--- config.mk ---
export PLATFORM = sky130hd
export DESIGN_NAME = qte_sqrt_cell
export DESIGN_NICKNAME = d
export VERILOG_FILES = /design/src/sv/qte_pkg.sv /design/src/sv/qte_sqrt_cell.sv
export SDC_FILE = /design/constraint.sdc
export NUM_CORES = 1
export LEC_CHECK = 0
export BUFFER_PORTS_ARGS = -buffer_cell sky130_fd_sc_hd__buf_4
export CORE_MARGIN = 5
export CORE_UTILIZATION = 52
export DETAILED_ROUTE_END_ITERATION = 10
export PLACE_DENSITY_LB_ADDON = 0.2
export SKIP_CTS_REPAIR_TIMING = 1
export SYNTH_ARGS = -nofsm -noshare
export SYNTH_HDL_FRONTEND = slang
export SYNTH_SLANG_ARGS = --single-unit
export TNS_END_PERCENT = 100
--- constraint.sdc ---
create_clock -name clk -period 3.6 [get_ports clk]
set_clock_uncertainty 0.15 [all_clocks]
set_input_delay 0.18 -clock clk [delete_from_list [all_inputs] [get_ports clk]]
set_output_delay 0.18 -clock clk [all_outputs]
set_load 0.02 [all_outputs]
--- src/sv/qte_pkg.sv ---
// Package for the quaternion to Euler angle core: widths, angle table, constants.
// Used by every module of the block; depends on nothing.
`default_nettype none
package qte_pkg;
  localparam int DefStages = 16;
  localparam int AngLen = 24;
  localparam int VW = 36;            // vector width: sums reach 2^32, then the gain of 1.65
  localparam int ZW = 34;            // Q30 angle accumulator
  localparam int SQW = 29;           // saturated sine magnitude width
  localparam int RW = 29;            // root result width

  typedef logic signed [VW-1:0] vec_t;
  typedef logic signed [ZW-1:0] ang_t;

  localparam ang_t PiQ30 = 34'sd3373259426;
  localparam vec_t OneQ28 = vec_t'(64'sd268435456);

  typedef struct packed {
    vec_t x;
    vec_t y;
    ang_t z;
  } cvec_t;

  function automatic ang_t atan_q30(input int i);
    case (i)
      0: atan_q30 = 34'sd843314857;
      1: atan_q30 = 34'sd497837829;
      2: atan_q30 = 34'sd263043837;
      3: atan_q30 = 34'sd133525159;
      4: atan_q30 = 34'sd67021687;
      5: atan_q30 = 34'sd33543516;
      6: atan_q30 = 34'sd16775851;
      7: atan_q30 = 34'sd8388437;
      8: atan_q30 = 34'sd4194283;
      9: atan_q30 = 34'sd2097149;
      default: atan_q30 = ang_t'(34'sd1048576 >>> (i - 10));
    endcase
  endfunction
endpackage
`default_nettype wire

--- src/sv/qte_sqrt_cell.sv ---
// One bit step of a restoring square root, registered, carrying side payload.
// Depends on qte_pkg.
`default_nettype none
module qte_sqrt_cell #(
  parameter int Bit = 0,
  parameter int PW = 1
) (
  input  wire logic          clk,
  input  wire logic          en,
  input  wire logic [57:0]   rem_in,
  input  wire logic [28:0]   root_in,
  input  wire logic [PW-1:0] pay_in,
  output logic [57:0]        rem_out,
  output logic [28:0]        root_out,
  output logic [PW-1:0]      pay_out
);
  import qte_pkg::*;
  logic [58:0] trial;
  always_comb begin
    trial = ({30'd0, root_in} << (Bit + 1)) | (59'd1 << (2 * Bit));
  end
  always_ff @(posedge clk) begin
    if (en) begin
      pay_out <= pay_in;
      if ({1'b0, rem_in} >= trial) begin
        rem_out  <= rem_in - trial[57:0];
        root_out <= root_in | (29'd1 << Bit);
      end else begin
        rem_out  <= rem_in;
        root_out <= root_in;
      end
    end
  end
endmodule
`default_nettype wire

==> flow_metrics.tcl <==
set metrics [dict create \
    status "complete, but fails checks" \
    violations "negative hold slack" \
    synth_seq_cells 88 \
    synth_compound_area_frac 0.148 \
    drtIter0Drc 416 \
    critical_path.slowest_cell "dlygate4sd3_1" \
    synth_top_family_by_area "simple AND/OR/NAND/NOR gates" \
    min_period_ps 3440 \
    row_count 38 \
    drive_gt1_frac 0.269 \
    worst_pin_slew_ps 1130 \
    cp_max_fo 12 \
    drc 0 \
    die_x_um 114 \
    yosys.area_share.simple 0.179 \
    ys_types 58 \
    syn_area_per_cell_um2 10.1 \
    syn_area_mm2 0.00564 \
    leakagePower_nw 3.39 \
    slew_headroom 0.248 \
    synthAdderAreaFrac 0.0702 \
    path_cells "dlygate4sd3_1, buf_4, or4_4, or4_1, or4_4, nor3_4, o31a_2, buf_4, mux2_1" \
    drv_slew 0 \
    die_height_um 114 \
    grt.total_usage 0.250 \
    cts_max_level 3 \
    ys_warn_count 0 \
    gp_congestion 0.887 \
    synth_edf_count 88 \
    cp.required_ps 3580 \
    wl_per_cell_um 18.8 \
    tritoncts "done" \
    grt_pass1_vias 5060 \
    startpoint_type "input pin" \
    final_nets 937 \
    overflow 0 \
    peakVddDrop_mv 0.245 \
    worstSetupPathType "in2reg" \
    syn_inst 556 \
    yosysSeqAreaShare 0.469 \
    grt_max_degree 89 \
    ys.flop_type "edfxtp_1" \
    dr.pass1.iters 6 \
    holdCritPathClass "in2reg" \
    cp-end-kind "register" \
    dp.final_hpwl_um 12900 \
    synth_xor_area_frac 0.0855 \
    fmaxAchievable_mhz 291 \
    synth.mux.area_fraction 0.00400 \
    powerDensity_mw_per_mm2 354 \
    cts.sinks 88 \
    fin_cells 962 \
    max_stage_delay_ps 540 \
    final-hold-violation-count 6 \
    initial_core_util 0.524 \
    holdPathStages 3 \
    clockBufferDepth 2 \
    area_growth_syn_to_layout_pct 43.6 \
    cts_made_buffers 9 \
    antenna_found_initial 0 \
    period_share 0.955 \
    die_area_mm2 0.0130 \
    cp_data_arrival_time_ps 3420 \
    routed_wl_um 18100 \
    setup_viol 0 \
    port_buffers 177 \
    cts.clk_slew.worst_paths_ps 90 \
    final_antenna_net_count 0 \
    grt_pass1_wl_um 25700 \
    coreArea_mm2 0.0107 \
    synth_fp_nets 677 \
    via_per_inst 5.78 \
    ios 178 \
    fin_hold_ws_ps -43.3 \
    place_inst 869 \
    cap_violations 0 \
    async_flop_share 0 \
    dr_total_vias 5563 \
    clock-root-buffer "clkbuf_8" \
]
registers in the layout, indices dropped and copies added, names as in the netlist:
name,cells
pay_out,1
root_out,29
rem_out,58
layout make-up:
class / instances / area (µm²)
Sequential cell: 88 / 2640
Multi-Input combinational cell: 411 / 2740
Inverter: 35 / 131
Timing Repair Buffer: 271 / 2240
Antenna cell: 1 / 2.50
Clock inverter: 7 / 37.5
Tap cell: 140 / 175
Fill cell: 728 / 2650
Clock buffer: 9 / 124
cell usage in the layout, fill, tap and decap left out, types with 4 or more instances in the layout:
cell type,n
buf_4,194
edfxtp_1,88
dlygate4sd3_1,76
nand2_1,59
o21ai_0,40
inv_1,35
xor2_1,30
ha_1,30
a21oi_1,29
nor2_1,28
xnor2_1,25
nand4_1,18
nor3_1,16
a21o_1,13
nand3_1,12
nor4_1,9
clkbuf_8,9
and3_1,8
o21a_1,7
or4_1,7
o21bai_1,7
a31oi_1,7
and4_1,4
a211oi_1,4
or3_1,4
a21boi_0,4
clkinv_1,4
critical path: cells and delay by family:
kind	cells	cell delay [ps]
AND/OR/NAND/NOR	4	1730
multiplexers	1	340
buffers and inverters	3	890
AO/OA/AOI/OAI	1	270
cells in the mapped netlist, types with 8 or more instances:
| master | number | area, µm² |
|---|---|---|
| a21o_1 | 13 | 97.6 |
| a21oi_1 | 29 | 145 |
| and3_1 | 8 | 50.1 |
| clkbuf_1 | 14 | 52.6 |
| edfxtp_1 | 88 | 2640 |
| ha_1 | 30 | 375 |
| inv_1 | 35 | 131 |
| nand2_1 | 59 | 221 |
| nand3_1 | 12 | 60.1 |
| nand4_1 | 18 | 113 |
| nor2_1 | 28 | 105 |
| nor3_1 | 16 | 80.1 |
| nor4_1 | 9 | 56.3 |
| o21ai_0 | 40 | 200 |
| xnor2_1 | 25 | 219 |
| xor2_1 | 30 | 263 |
logic make-up (layout without fill, tap and decap cells):
group,after synthesis,after routing
AOI/OAI and AO/OA,133,133
xor gates and xnor gates,55,55
and+or+nand+nor,190,190
muxes,2,2
buffers and inverters,57,322
adders and majority gates,31,31
DFF,88,88
other,0,1
stage by stage:
stage	utilization	instance area [µm²]	setup TNS [ps]	worst slack, ps	total power [mW]
floorplan	-	5640	0	710	1.79
detailed placement	0.667	7170	0	282	2.20
global placement	0.667	7170	0	347	2.18
global route	0.753	8090	-4.25	-4.25	2.99
finish	0.753	8090	0	161	2.86
CTS	0.682	7330	0	650	2.80
final timing paths:
| path | startpoint | to | slack [ps] |
|---|---|---|---|
| setup / recovery | rem_in[52] | rem_out[8]$_DFFE_PP_ | 160 |
| hold / removal | rem_in[18] | rem_out[18]$_DFFE_PP_ | -40 |
power by group:
part           switching, mW  total (mW)  internal (mW)
combinational          0.525       0.951          0.427
clock                  0.364       0.608          0.244
sequential            0.0359        1.30           1.27
per-layer routing:
metal / vias up / part of all wire / GRT usage
met5: - / 0 / 0
met1: 2645 / 0.40 / 0.338
met4: 0 / 0.025 / 0.0871
met2: 293 / 0.50 / 0.411
li1: 2586 / - / -
met3: 39 / 0.074 / 0.0407
Note: power is estimated with default switching activity, not from simulation.
